<file path="config.mk">
export PLATFORM = sky130hd
export DESIGN_NAME = x86_integer_alu_with_flags
export DESIGN_NICKNAME = d
export VERILOG_FILES = /design/src/sv/xalu_pkg.sv /design/src/sv/xalu_seq.sv /design/src/sv/x86_integer_alu_with_flags.sv
export SDC_FILE = /design/constraint.sdc
export NUM_CORES = 2
export LEC_CHECK = 0
export ABC_AREA = 1
export BUFFER_PORTS_ARGS = -buffer_cell sky130_fd_sc_hd__buf_2
export CELL_PAD_IN_SITES_DETAIL_PLACEMENT = 1
export CELL_PAD_IN_SITES_GLOBAL_PLACEMENT = 2
export CORE_ASPECT_RATIO = 2
export CORE_UTILIZATION = 36
export DETAILED_ROUTE_END_ITERATION = 16
export PLACE_DENSITY = 0.82
export SLEW_MARGIN = 20
export SYNTH_ARGS = -nofsm -noshare
export SYNTH_HDL_FRONTEND = slang
export SYNTH_SLANG_ARGS = --single-unit
</file>
<file path="constraint.sdc">
create_clock -name clk -period 16.23 [get_ports clk]
set_clock_uncertainty 0.2 [all_clocks]
set_input_delay 2.4345 -clock clk [delete_from_list [all_inputs] [get_ports clk]]
set_output_delay 2.4345 -clock clk [all_outputs]
set_load 0.01 [all_outputs]
</file>
<file path="src/sv/xalu_pkg.sv">
package xalu_pkg;

  typedef enum logic [3:0] {
    CMD_ADD = 4'd0, CMD_SUB = 4'd1, CMD_CMP = 4'd2, CMD_INC = 4'd3,
    CMD_DEC = 4'd4, CMD_NEG = 4'd5, CMD_ADC = 4'd6, CMD_SBB = 4'd7,
    CMD_MUL = 4'd8, CMD_IMUL1 = 4'd9, CMD_IMUL2 = 4'd10, CMD_IMUL3 = 4'd11,
    CMD_DIV = 4'd12, CMD_IDIV = 4'd13, CMD_NOP0 = 4'd14, CMD_NOP1 = 4'd15
  } cmd_t;

  localparam logic [1:0] WID_BYTE = 2'd0;
  localparam logic [1:0] WID_WORD = 2'd1;

  localparam int InBits  = 4 + 2 + 5 * 32;
  localparam int InBytes = (InBits + 7) / 8;
  localparam int OutBits = 32 + 32 + 7;
  localparam int OutBytes = (OutBits + 7) / 8;

  // Bit width of an operand size code; code three acts as doubleword.
  function automatic logic [5:0] width_bits(input logic [1:0] wc);
    logic [5:0] b;
    unique case (wc)
      WID_BYTE: b = 6'd8;
      WID_WORD: b = 6'd16;
      default:  b = 6'd32;
    endcase
    return b;
  endfunction

  function automatic logic [31:0] width_mask(input logic [1:0] wc);
    logic [31:0] m;
    unique case (wc)
      WID_BYTE: m = 32'h0000_00ff;
      WID_WORD: m = 32'h0000_ffff;
      default:  m = 32'hffff_ffff;
    endcase
    return m;
  endfunction

  // Sign extension of a value held at the given operand size.
  function automatic logic [31:0] sext32(input logic [31:0] v, input logic [1:0] wc);
    logic [31:0] r;
    unique case (wc)
      WID_BYTE: r = {{24{v[7]}}, v[7:0]};
      WID_WORD: r = {{16{v[15]}}, v[15:0]};
      default:  r = v;
    endcase
    return r;
  endfunction

  function automatic logic msb_at(input logic [31:0] v, input logic [1:0] wc);
    logic r;
    unique case (wc)
      WID_BYTE: r = v[7];
      WID_WORD: r = v[15];
      default:  r = v[31];
    endcase
    return r;
  endfunction

endpackage

</file>
<file path="src/sv/xalu_seq.sv">
// Shift-add multiplier and restoring divider over magnitudes, one bit a cycle.
module xalu_seq (
  input  logic        clk,
  input  logic        rst,
  input  logic        start,
  input  logic        is_div,
  input  logic [5:0]  nbits,
  input  logic [63:0] opa,
  input  logic [31:0] opb,
  output logic        done,
  output logic [63:0] prod,
  output logic [31:0] quot,
  output logic [31:0] rem,
  output logic        qovf
);
  import xalu_pkg::*;

  logic        busy;
  logic [5:0]  cnt;
  logic        mode_div;
  logic [63:0] acc;
  logic [63:0] mcand;
  logic [31:0] mplier;
  logic [32:0] part;
  logic [63:0] num;
  logic [31:0] dvs;
  logic [5:0]  nb;
  logic        ovf;
  logic [33:0] trial;
  logic [32:0] rem_sh;
  logic        last_step;

  // The quotient is built in the low bits of num; the partial remainder is part.
  always_comb begin
    rem_sh = {part[31:0], num[63]};
    trial  = {1'b0, rem_sh} - {2'b00, dvs};
    last_step = (cnt == (mode_div ? {nb[4:0], 1'b0} - 6'd1 : nb - 6'd1));
  end

  always_ff @(posedge clk) begin
    if (rst) begin
      busy <= 1'b0;
      done <= 1'b0;
    end else begin
      done <= !start && busy && last_step;
      if (start) begin
        busy     <= 1'b1;
        mode_div <= is_div;
        nb       <= nbits;
        cnt      <= 6'd0;
        acc      <= 64'd0;
        mcand    <= opa;
        mplier   <= opb;
        dvs      <= opb;
        part     <= 33'd0;
        ovf      <= 1'b0;
        // Align the double-width dividend to the top of the shift register.
        unique case (nbits)
          6'd8:    num <= {opa[15:0], 48'd0};
          6'd16:   num <= {opa[31:0], 32'd0};
          default: num <= opa;
        endcase
      end else if (busy) begin
        if (mode_div) begin
          if (!trial[33]) begin
            part <= trial[32:0];
            num  <= {num[62:0], 1'b1};
          end else begin
            part <= rem_sh;
            num  <= {num[62:0], 1'b0};
          end
          // A quotient bit set above the operand size means overflow.
          if (!trial[33] && cnt < nb) ovf <= 1'b1;
        end else begin
          if (mplier[0]) acc <= acc + mcand;
          mcand  <= {mcand[62:0], 1'b0};
          mplier <= {1'b0, mplier[31:1]};
        end
        if (last_step) busy <= 1'b0;
        cnt <= cnt + 6'd1;
      end
    end
  end

  assign prod = acc;
  assign quot = num[31:0];
  assign rem  = part[31:0];
  assign qovf = ovf;
endmodule

</file>
<file path="src/sv/x86_integer_alu_with_flags.sv">
// x86 integer ALU with carry, overflow, zero and sign flags. One word is in
// flight at a time under a small sequencer, and the output register holds a
// result until it is taken. Add, sub, cmp, inc, dec, neg, adc, sbb, the
// no-operation codes and a divide by zero compute in the execute state and
// offer the result word from the output state. Multiplies run through a
// shared bit-serial shift-add unit, one multiplier bit per cycle over the
// operand width, and offer the result from the output state once the unit
// is done. Divides use the same unit as a restoring divider, one quotient
// bit per cycle over the double-width dividend.
module x86_integer_alu_with_flags (
  input  logic                          clk,
  input  logic                          rst,
  input  logic                          s_tvalid,
  output logic                          s_tready,
  // command[3:0], operand_width[5:4], dest_value[37:6], src_value[69:38],
  // src2_value[101:70], acc_low[133:102], acc_high[165:134], zero fill
  input  logic [xalu_pkg::InBytes*8-1:0]  s_tdata,
  output logic                          m_tvalid,
  input  logic                          m_tready,
  // result_value[31:0], result_high[63:32], write_dest[64], write_acc[65],
  // carry_flag[66], overflow_flag[67], zero_flag[68], sign_flag[69],
  // divide_error[70], zero fill
  output logic [xalu_pkg::OutBytes*8-1:0] m_tdata
);
  import xalu_pkg::*;

  typedef enum logic [1:0] {ST_IDLE, ST_EXEC, ST_WAIT, ST_OUT} state_t;
  state_t state;

  logic [3:0]  cmd;
  logic [1:0]  wc;
  logic [31:0] d, s, s2, al, ah, m;
  logic [3:0]  flags;          // sign, zero, overflow, carry
  logic        neg_res, neg_rem, idiv_neg_q;

  logic [31:0] r_val, r_hi;
  logic        r_wd, r_wa, r_err;
  logic [3:0]  r_flags;

  // Shared unit connections.
  logic        u_start, u_div, u_done, u_qovf;
  logic [63:0] u_opa, u_prod;
  logic [31:0] u_opb, u_quot, u_rem;

  xalu_seq u_seq (
    .clk(clk), .rst(rst), .start(u_start), .is_div(u_div), .nbits(width_bits(wc)),
    .opa(u_opa), .opb(u_opb), .done(u_done), .prod(u_prod), .quot(u_quot),
    .rem(u_rem), .qovf(u_qovf)
  );

  // Simple arithmetic, combinational, registered in the execute state.
  logic [32:0] sum;
  logic [31:0] ares;
  logic        acf, aof, awd, asets_cf, avalid;
  logic [3:0]  aflags;
  logic [31:0] opx, opy;
  logic        cin, do_sub;

  always_comb begin
    opx = d; opy = s; cin = 1'b0; do_sub = 1'b0;
    awd = 1'b1; asets_cf = 1'b1; avalid = 1'b1;
    unique case (cmd)
      CMD_ADD: ;
      CMD_SUB: do_sub = 1'b1;
      CMD_CMP: begin do_sub = 1'b1; awd = 1'b0; end
      CMD_INC: begin opy = 32'd1; asets_cf = 1'b0; end
      CMD_DEC: begin opy = 32'd1; do_sub = 1'b1; asets_cf = 1'b0; end
      CMD_NEG: begin opx = 32'd0; opy = d; do_sub = 1'b1; end
      CMD_ADC: cin = flags[0];
      CMD_SBB: begin do_sub = 1'b1; cin = flags[0]; end
      default: begin avalid = 1'b0; awd = 1'b0; asets_cf = 1'b0; end
    endcase
    // Subtract as x + ~y + 1 - borrow-in; carry out of the width is inverted borrow.
    if (do_sub) sum = {1'b0, opx} + {1'b0, ~opy & m} + {32'd0, ~cin};
    else        sum = {1'b0, opx} + {1'b0, opy} + {32'd0, cin};
    ares = sum[31:0] & m;
    unique case (wc)
      WID_BYTE: acf = sum[8];
      WID_WORD: acf = sum[16];
      default:  acf = sum[32];
    endcase
    if (do_sub) acf = ~acf;
    aof = msb_at(~(opx ^ (do_sub ? ~opy : opy)) & (opx ^ ares), wc);
    aflags = {msb_at(ares, wc), ares == 32'd0,
              (cmd == CMD_NEG) ? (d != 32'd0 && d == ares) : aof,
              asets_cf ? acf : flags[0]};
  end

  // Magnitudes for the shared unit.
  logic [31:0] sd, sa, ss, ss2, mul_a, mul_b;
  logic [63:0] dividend, sdividend, mag_n;
  logic        is_signed_mul, nn, dn;
  always_comb begin
    sd = sext32(d, wc); sa = sext32(al, wc); ss = sext32(s, wc); ss2 = sext32(s2, wc);
    is_signed_mul = (cmd != CMD_MUL);
    unique case (cmd)
      CMD_IMUL2: begin mul_a = sd; mul_b = ss; end
      CMD_IMUL3: begin mul_a = ss; mul_b = ss2; end
      CMD_IMUL1: begin mul_a = sd; mul_b = sa; end
      default:   begin mul_a = d;  mul_b = al; end
    endcase
    unique case (wc)
      WID_BYTE: begin dividend = {48'd0, al[7:0], 8'd0} | {48'd0, 8'd0, 8'd0};
        dividend = {48'd0, s2[7:0], al[7:0]};
        sdividend = {{48{s2[7]}}, s2[7:0], al[7:0]}; end
      WID_WORD: begin dividend = {32'd0, ah[15:0], al[15:0]};
        sdividend = {{32{ah[15]}}, ah[15:0], al[15:0]}; end
      default:  begin dividend = {ah, al}; sdividend = {ah, al}; end
    endcase
    nn = sdividend[63];
    dn = sd[31];
    mag_n = (cmd == CMD_IDIV && nn) ? 64'd0 - sdividend : dividend;
  end

  // Low half of a signed product at the width comes from the magnitude product.
  logic [63:0] sprod;
  logic [31:0] mul_hi;
  logic        mul_short;
  always_comb begin
    sprod = neg_res ? 64'd0 - u_prod : u_prod;
    mul_short = (cmd == CMD_IMUL2 || cmd == CMD_IMUL3);
    unique case (wc)
      WID_BYTE: mul_hi = {24'd0, sprod[15:8]};
      WID_WORD: mul_hi = {16'd0, sprod[31:16]};
      default:  mul_hi = sprod[63:32];
    endcase
    if (mul_short) mul_hi = 32'd0;
  end

  logic [31:0] q_s, r_s, lim;
  logic        q_bad;
  always_comb begin
    q_s = idiv_neg_q ? 32'd0 - u_quot : u_quot;
    r_s = neg_rem ? 32'd0 - u_rem : u_rem;
    unique case (wc)
      WID_BYTE: lim = 32'h80;
      WID_WORD: lim = 32'h8000;
      default:  lim = 32'h8000_0000;
    endcase
    if (!idiv_neg_q) lim = lim - 32'd1;
    q_bad = u_qovf || (cmd == CMD_IDIV && u_quot > lim);
  end

  always_comb begin
    u_start = 1'b0;
    u_div = (cmd == CMD_DIV || cmd == CMD_IDIV);
    u_opa = 64'd0; u_opb = 32'd0;
    if (state == ST_EXEC && (cmd[3] && cmd != CMD_NOP0 && cmd != CMD_NOP1)) begin
      u_start = !(u_div && d == 32'd0);
      if (u_div) begin
        u_opa = mag_n;
        u_opb = (cmd == CMD_IDIV && dn) ? (32'd0 - sd) & m : d;
      end else begin
        u_opa = {32'd0, (is_signed_mul && mul_a[31]) ? (32'd0 - mul_a) & m : mul_a};
        u_opb = (is_signed_mul && mul_b[31]) ? (32'd0 - mul_b) & m : mul_b;
      end
    end
  end

  logic [63:0] in_unused;
  always_comb in_unused = {s_tdata[InBytes*8-1:InBits], 62'd0} ^ 64'd0;

  always_ff @(posedge clk) begin
    if (rst) begin
      state <= ST_IDLE;
      flags <= 4'd0;
    end else begin
      unique case (state)
        ST_IDLE: if (s_tvalid) begin
          cmd <= s_tdata[3:0];
          wc  <= s_tdata[5:4];
          m   <= width_mask(s_tdata[5:4]);
          d   <= s_tdata[37:6] & width_mask(s_tdata[5:4]);
          s   <= s_tdata[69:38] & width_mask(s_tdata[5:4]);
          // Byte divide takes AH from acc_low bits 15:8; keep it in s2's slot.
          s2  <= (s_tdata[3:0] == CMD_DIV || s_tdata[3:0] == CMD_IDIV) &&
                 s_tdata[5:4] == WID_BYTE ? {24'd0, s_tdata[117:110]}
                 : s_tdata[101:70] & width_mask(s_tdata[5:4]);
          al  <= s_tdata[133:102] & width_mask(s_tdata[5:4]);
          ah  <= s_tdata[165:134] & width_mask(s_tdata[5:4]);
          state <= ST_EXEC;
        end
        ST_EXEC: begin
          r_hi <= 32'd0; r_wa <= 1'b0;
          r_err <= u_div && !u_start;
          neg_res    <= is_signed_mul && (mul_a[31] ^ mul_b[31]);
          idiv_neg_q <= (cmd == CMD_IDIV) && (nn ^ dn);
          neg_rem    <= (cmd == CMD_IDIV) && nn;
          if (avalid) begin
            r_val   <= ares;
            r_wd    <= awd;
            r_flags <= aflags;
            flags   <= aflags;
            state   <= ST_OUT;
          end else begin
            r_val   <= 32'd0;
            r_wd    <= 1'b0;
            r_flags <= flags;
            state   <= u_start ? ST_WAIT : ST_OUT;
          end
        end
        ST_WAIT: if (u_done) begin
          if (u_div) begin
            r_err <= q_bad;
            r_val <= q_bad ? 32'd0 : (cmd == CMD_IDIV ? q_s : u_quot) & m;
            r_hi  <= q_bad ? 32'd0 : (cmd == CMD_IDIV ? r_s : u_rem) & m;
            r_wa  <= !q_bad;
          end else begin
            r_val <= sprod[31:0] & m;
            r_hi  <= mul_hi;
            r_wd  <= mul_short;
            r_wa  <= !mul_short;
          end
          state <= ST_OUT;
        end
        ST_OUT: if (m_tready) state <= ST_IDLE;
        default: state <= ST_IDLE;
      endcase
    end
  end

  assign s_tready = (state == ST_IDLE) && (in_unused == 64'd0 || 1'b1);
  assign m_tvalid = (state == ST_OUT);
  assign m_tdata  = {{(OutBytes*8-OutBits){1'b0}}, r_err, r_flags[3], r_flags[2],
                     r_flags[1], r_flags[0], r_wa, r_wd, r_hi, r_val};

  a_err_nowrite: assert property (@(posedge clk) disable iff (rst)
    m_tvalid && m_tdata[70] |-> !m_tdata[64] && !m_tdata[65])
    else $error("divide error with a write");
  a_one_write: assert property (@(posedge clk) disable iff (rst)
    m_tvalid |-> !(m_tdata[64] && m_tdata[65]))
    else $error("both write enables set");
  a_busy: assert property (@(posedge clk) disable iff (rst)
    s_tready |-> !m_tvalid)
    else $error("accepting while a result is pending");
endmodule
</file>
# Yosys cells after proc, flatten, opt, wreduce, memory -nomap -nowiden
# Cells that the tools add are included.
totals:
  reg_bits: 582
  in_bits: 172
  output_inout_bits: 74
  word_cells: 261
classes:
  addsub: 17
  n_lt_le_gt_ge: 2
  eq_ne: 32
  muxes: 98
  n_bitwise: 23
  n_reduce_logical: 57
op_table:
  columns: ["op", "count"]
  rows:
  - ["two-way mux 32 bit", 29]
  - ["two-way mux 64 bit", 13]
  - ["one-hot mux 32 bit (2 select lines)", 11]
  - ["bitwise AND 32 bit", 14]
  - ["one-hot mux 64 bit (2 select lines)", 3]
  - ["subtractor 1 x 32 -> 32 bit (first input constant)", 5]
  - ["subtractor 1 x 64 -> 64 bit (first input constant)", 2]
  - ["one-hot mux 32 bit (3 select lines)", 1]
  - ["adder 32 x 32 -> 33 bit", 2]
  - ["adder 33 x 1 -> 33 bit", 2]
  - ["adder 64 bit", 1]
  - ["logical NOT 32 bit", 2]
  - ["inverter 32 bit", 2]
  - ["bitwise XOR 32 bit", 2]
  - ["subtractor 33 x 32 -> 34 bit", 1]
  - ["two-way mux 33 bit", 1]
  - ["equality test 32 bit", 1]
  - ["greater-than comparator 32 bit", 1]
  - ["nonzero test 32 bit", 1]
  - ["subtractor 32 x 1 -> 32 bit (second input constant)", 1]
  - ["equality test 4 bit (second input constant)", 7]
  - ["two-way mux 1 bit", 25]
  - ["logical AND 1 bit", 17]
  - ["equality test 4 x 3 -> 1 bit (second input constant)", 4]
  - ["other kinds (35)", 81]

# Longest topological paths before layout
depth:
  word_depth: 14
  depth_mapped: 33
  mapped_depth_nobuf: 31

# Hierarchy
# Synthesis repeated with hierarchy kept, for this count alone.
hier_totals:
  cells_unflattened: 7433
  hier_area_um2: 49495.0
by_module_without_submodules:
  columns: ["mod", "instances", "cells_per_inst", "area_per_inst_um2", "seq_area_each_um2"]
  rows:
  - ["x86_integer_alu_with_flags", 1, 4575, 28647.5, 7387.1]
  - ["xalu_seq", 1, 2858, 20847.5, 9108.7]

# Least setup slack after synthesis
# Ideal clock, no wire load.
synth_timing:
  path_kind: "input to register"
  start: "input port rst"
  end: "register u_seq.acc[0], in the netlist u_seq.prod[0], enable pin"
  setup_time_ns: 0.418
  arrival_time_ns: 11.682
  t_required_ns: 15.612
  slack_ns: 3.930
  cell_stages: 5
  n_path_buf: 0
  cell_sequence: "inv_1 > nand2_1 > o21ai_0 > o21ai_0 > inv_1"
synth_via:
  elab_chain_len: 2
synth_lines:
  columns: ["element", "line_no", "source"]
  rows:
  - ["from (decl)", "x86_integer_alu_with_flags.sv:12", "input logic rst,"]
  - ["inverter 1 bit (no source line)", null, null]
  - ["AND reduction 4 bit (no source line)", null, null]
  - ["to (signal assigned)", "xalu_seq.sv:75", "if (mplier[0]) acc <= acc + mcand;"]
  - ["to (decl)", "xalu_seq.sv:21", "logic [63:0] acc;"]
# No other way between the ends.
# A chain may end at the register's enable or synchronous reset.

# Worst setup path after layout
layout_timing:
  start: "register cmd[1]"
  end: "register r_flags[1], data pin"
layout_via:
  elab_chain_len: 14
  word_cells_on_any_way: 36
  classes_between: "4 x add/sub; 8 x eq/ne; 10 x mux; 8 x bitwise; 6 x reduce/logical"
layout_lines:
  columns: ["element", "line_no", "source"]
  rows:
  - ["from (decl)", "x86_integer_alu_with_flags.sv:30", "logic [3:0] cmd;"]
  - ["from (signal assigned)", "x86_integer_alu_with_flags.sv:170", "cmd <= s_tdata[3:0];"]
  - ["equality test 4 x 3 -> 1 bit or equality test 4 x 2 -> 1 bit (tied branches)", "x86_integer_alu_with_flags.sv:62", "unique case (cmd)"]
  - ["OR reduction 2 bit (no source line)", null, null]
  - ["one-hot mux 32 bit (2 select lines)", "x86_integer_alu_with_flags.sv:62", null]
  - ["inverter 32 bit", "x86_integer_alu_with_flags.sv:74, x86_integer_alu_with_flags.sv:83", null]
  - ["bitwise AND 32 bit", "x86_integer_alu_with_flags.sv:74", "if (do_sub) sum = {1'b0, opx} + {1'b0, ~opy & m} + {32'd0, ~cin};"]
  - ["adder 32 x 32 -> 33 bit", "x86_integer_alu_with_flags.sv:74", null]
  - ["adder 33 x 1 -> 33 bit", "x86_integer_alu_with_flags.sv:74", null]
  - ["two-way mux 33 bit", "x86_integer_alu_with_flags.sv:74", null]
  - ["bitwise AND 32 bit", "x86_integer_alu_with_flags.sv:76", "ares = sum[31:0] & m;"]
  - ["bitwise XOR 32 bit", "x86_integer_alu_with_flags.sv:83", "aof = msb_at(~(opx ^ (do_sub ? ~opy : opy)) & (opx ^ ares), wc);"]
  - ["bitwise AND 32 bit", "x86_integer_alu_with_flags.sv:83", null]
  - ["one-hot mux 1 bit (2 select lines)", "xalu_pkg.sv:52", "unique case (wc)"]
  - ["two-way mux 1 bit", "x86_integer_alu_with_flags.sv:85", "(cmd == CMD_NEG) ? (d != 32'd0 && d == ares) : aof,"]
  - ["two-way mux 4 bit *", null, null]
  - ["to (signal assigned)", "x86_integer_alu_with_flags.sv:192", "r_flags <= aflags;"]
  - ["to (signal assigned)", "x86_integer_alu_with_flags.sv:198", "r_flags <= flags;"]
  - ["to (decl)", "x86_integer_alu_with_flags.sv:38", "logic [3:0] r_flags;"]
# Mark *: on every way between the ends. The rest lies on a longest branch, timed or not.

==> results_dict.tcl <==
set metrics [dict create \
    vias_per_cell 5.73 \
    cts.sinks 549 \
    hold_buffers 0 \
    initial_core_util_pct 36.3 \
    port_buffers 242 \
    place_inst 8393 \
    power_mw 5.81 \
    ys_dominant_reg_cell "edfxtp_1" \
    max_freq_mhz 131 \
    routed_wl_mm 240 \
    drc 0 \
    track_usage_pct 35.9 \
    reg2reg_to "r_flags[1]" \
    fillerInstances 16300 \
    first_global_vias 49900 \
    fin_util_pct 40.1 \
    power_leakage_nw 22.8 \
    finalCritPeriodShare_pct 47.0 \
    p_sw_share_pct 44.6 \
    drive_gt1_share_pct 8.46 \
    crit_path_max_fanout 17 \
    start_kind "flip-flop" \
    max_slew_margin_pct 11.3 \
    final_common_cell "nand2_1" \
    cts_resized 0 \
    intPower_mw 3.22 \
    postCtsSetupBuffers 0 \
    grt_overflow 0 \
    dpl.hpwl_mm 197 \
    cts_tree "yes" \
    grt_pass1_wl_mm 338 \
    routabilityCongestion 1.03 \
    placed_cell_area_um2 49400 \
    fin_cells 8505 \
    rr_worst_depth 24 \
    ir_drop_uv 90.5 \
    drt_iter0_drc 3309 \
    wire_per_inst_um 28.2 \
    numCtsBuffers 56 \
    register_area_um2 16400 \
    maxCapViolations 0 \
    power_frac_clock_pct 24.9 \
    io-pin-count 246 \
    worstSetupStartpoint "cmd[1]" \
    comb_power_share_pct 41.3 \
    synth_area_per_cell_um2 7.03 \
    fin_nets 7144 \
    min_path_cells 1 \
    crit_end "r_flags[1]" \
    yosysUniqueCellTypes 77 \
    first_pass_iters 7 \
    die_h_um 510 \
    synth-seq-cells 549 \
    setup_viol 0 \
    cp.arrival_ns 7.86 \
    hold_viol_final 0 \
    r2r_start "cmd[1]" \
    status "finished, final reports clean" \
    synth_nets 7001 \
    clock-root-buffer "clkbuf_16" \
    cts_buffer_depth 3 \
    insertion_delay_ns 0.70 \
    crit_required_ns 16.46 \
    seqPwrFrac_pct 33.8 \
    h-tree-depth 2 \
    rsz0062_at_grt "false" \
    dieArea_um2 131000 \
    clk_pin_slew_ns 0.07 \
    die_x_um 256 \
    synth_edf_count 541 \
    num_vias 48700 \
    finalMaxSlewViolations 0 \
    core_area_um2 128000 \
    syn_area_um2 46500 \
    min_period_ns 7.63 \
    antenna_found_initial 8 \
    synthesis.instances 6617 \
    crit_type "reg -> reg" \
    area_delta_synth_final_pct 10.5 \
    min_path_type "reg -> reg" \
    worst_slew_pin_slew_ns 1.32 \
    power.density_nw_per_um2 113 \
    critPathCaptureType "flip-flop" \
    row_count 186 \
    grt_max_degree 84 \
    multiInputGateArea_um2 25600 \
    tns_ns 0 \
    final_cell_mix "nand2_1, inv_1, nor2_1" \
    async_flop_share_pct 0 \
    rrSetupSlack_ns 8.60 \
    yosysWarnings 0 \
    antenna_left 0 \
    final_area_um2 51400 \
    yosysSeqAreaShare_pct 35.3 \
    total_switching_power_mw 2.59 \
]
==> power groups by stage <==
stage	sequential, mW	combinational (mW)	clock [mW]
2_1_floorplan	1.96	1.43	0
3_3_place_gp	1.99	2.28	0
3_5_place_dp	1.99	2.33	0
4_1_cts	1.96	2.34	1.46
5_1_grt	1.97	2.57	1.50
6_report	1.96	2.40	1.45
==> worst min-delay path by stage <==
stage	from	to	slack [ns]
floorplan	state[0]	state[0]	0.28
CTS	u_seq.mplier[4]	u_seq.mplier[3]	0.32
detailed placement	flags[1]	flags[1]	0.31
finish	u_seq.mplier[11]	u_seq.mplier[10]	0.33
global placement	u_seq.mplier[1]	u_seq.mplier[0]	0.30
global route	u_seq.mplier[25]	u_seq.mplier[24]	0.34
==> cell usage after synthesis, types with 60 or more instances <==
cell type / n / area share (%)
o21ai_0: 513 / 5.5
ha_1: 206 / 5.5
xor2_1: 108 / 2.0
a21oi_1: 479 / 5.2
nand4_1: 114 / 1.5
inv_1: 903 / 7.3
a31oi_1: 60 / 0.81
edfxtp_1: 541 / 35
nand3_1: 426 / 4.6
nor3_1: 93 / 1.0
o21ai_1: 65 / 0.70
clkbuf_1: 140 / 1.1
nor2_1: 728 / 5.9
nand2_1: 1540 / 12
==> area by class of cell <==
type                       instances  area share, %
inverter                         936           6.86
tap                             1692           4.12
timing repair buffer             312           3.39
clock buffer                      61           2.76
sequential                       549           31.9
multi-input combinational       4905           49.9
antenna                            6         0.0292
clock inverter                    44           1.07
==> layer usage <==
layer,share of wire [%],GRT usage (%),vias up
li1,-,-,22600
met1,33,33.4,23600
met2,50,65.2,1728
met3,4.5,4.77,864
met4,13,38.2,4
met5,0.012,0,-
==> cells by family after synthesis <==
family	after synthesis	synth area share (%)
simple gates	3093	28.4
compound gates	1432	17.5
buf+inv	1163	9.87
flops	549	35.3
fa+ha+maj	212	5.80
xor+xnor	167	3.14
other cells	1	0.00806
==> critical path, cell delays in order, from the launching register on <==
cell and delay (ns):
edfxtp_1 0.55, nand2_4 0.11, inv_2 0.33, nand2_1 0.18, nand2_1 0.48, clkinv_1 0.74
nand2_1 0.46, o21ai_0 0.48, ha_1 0.57, a21oi_1 0.22, o21ai_0 0.16, a21oi_1 0.20
nand3_1 0.13, nand2_1 0.07, nand2_1 0.06, o21ai_0 0.78, nand3_1 0.59, nand2_1 0.18
nand2_1 0.08, nand3_1 0.09, nor2_1 0.06, nand2_1 0.11, nand2_1 0.28, nand2_1 0.19
inv_1 0.05
==> through the flow <==
step,hold slack (ns),setup slack [ns]
after floorplan,0.279,3.93
after global placement,0.300,9.28
after detailed placement,0.314,9.26
after CTS,0.322,9.23
after global routing,0.340,8.67
final,0.332,8.60
Note: power is estimated with default switching activity, not from simulation.
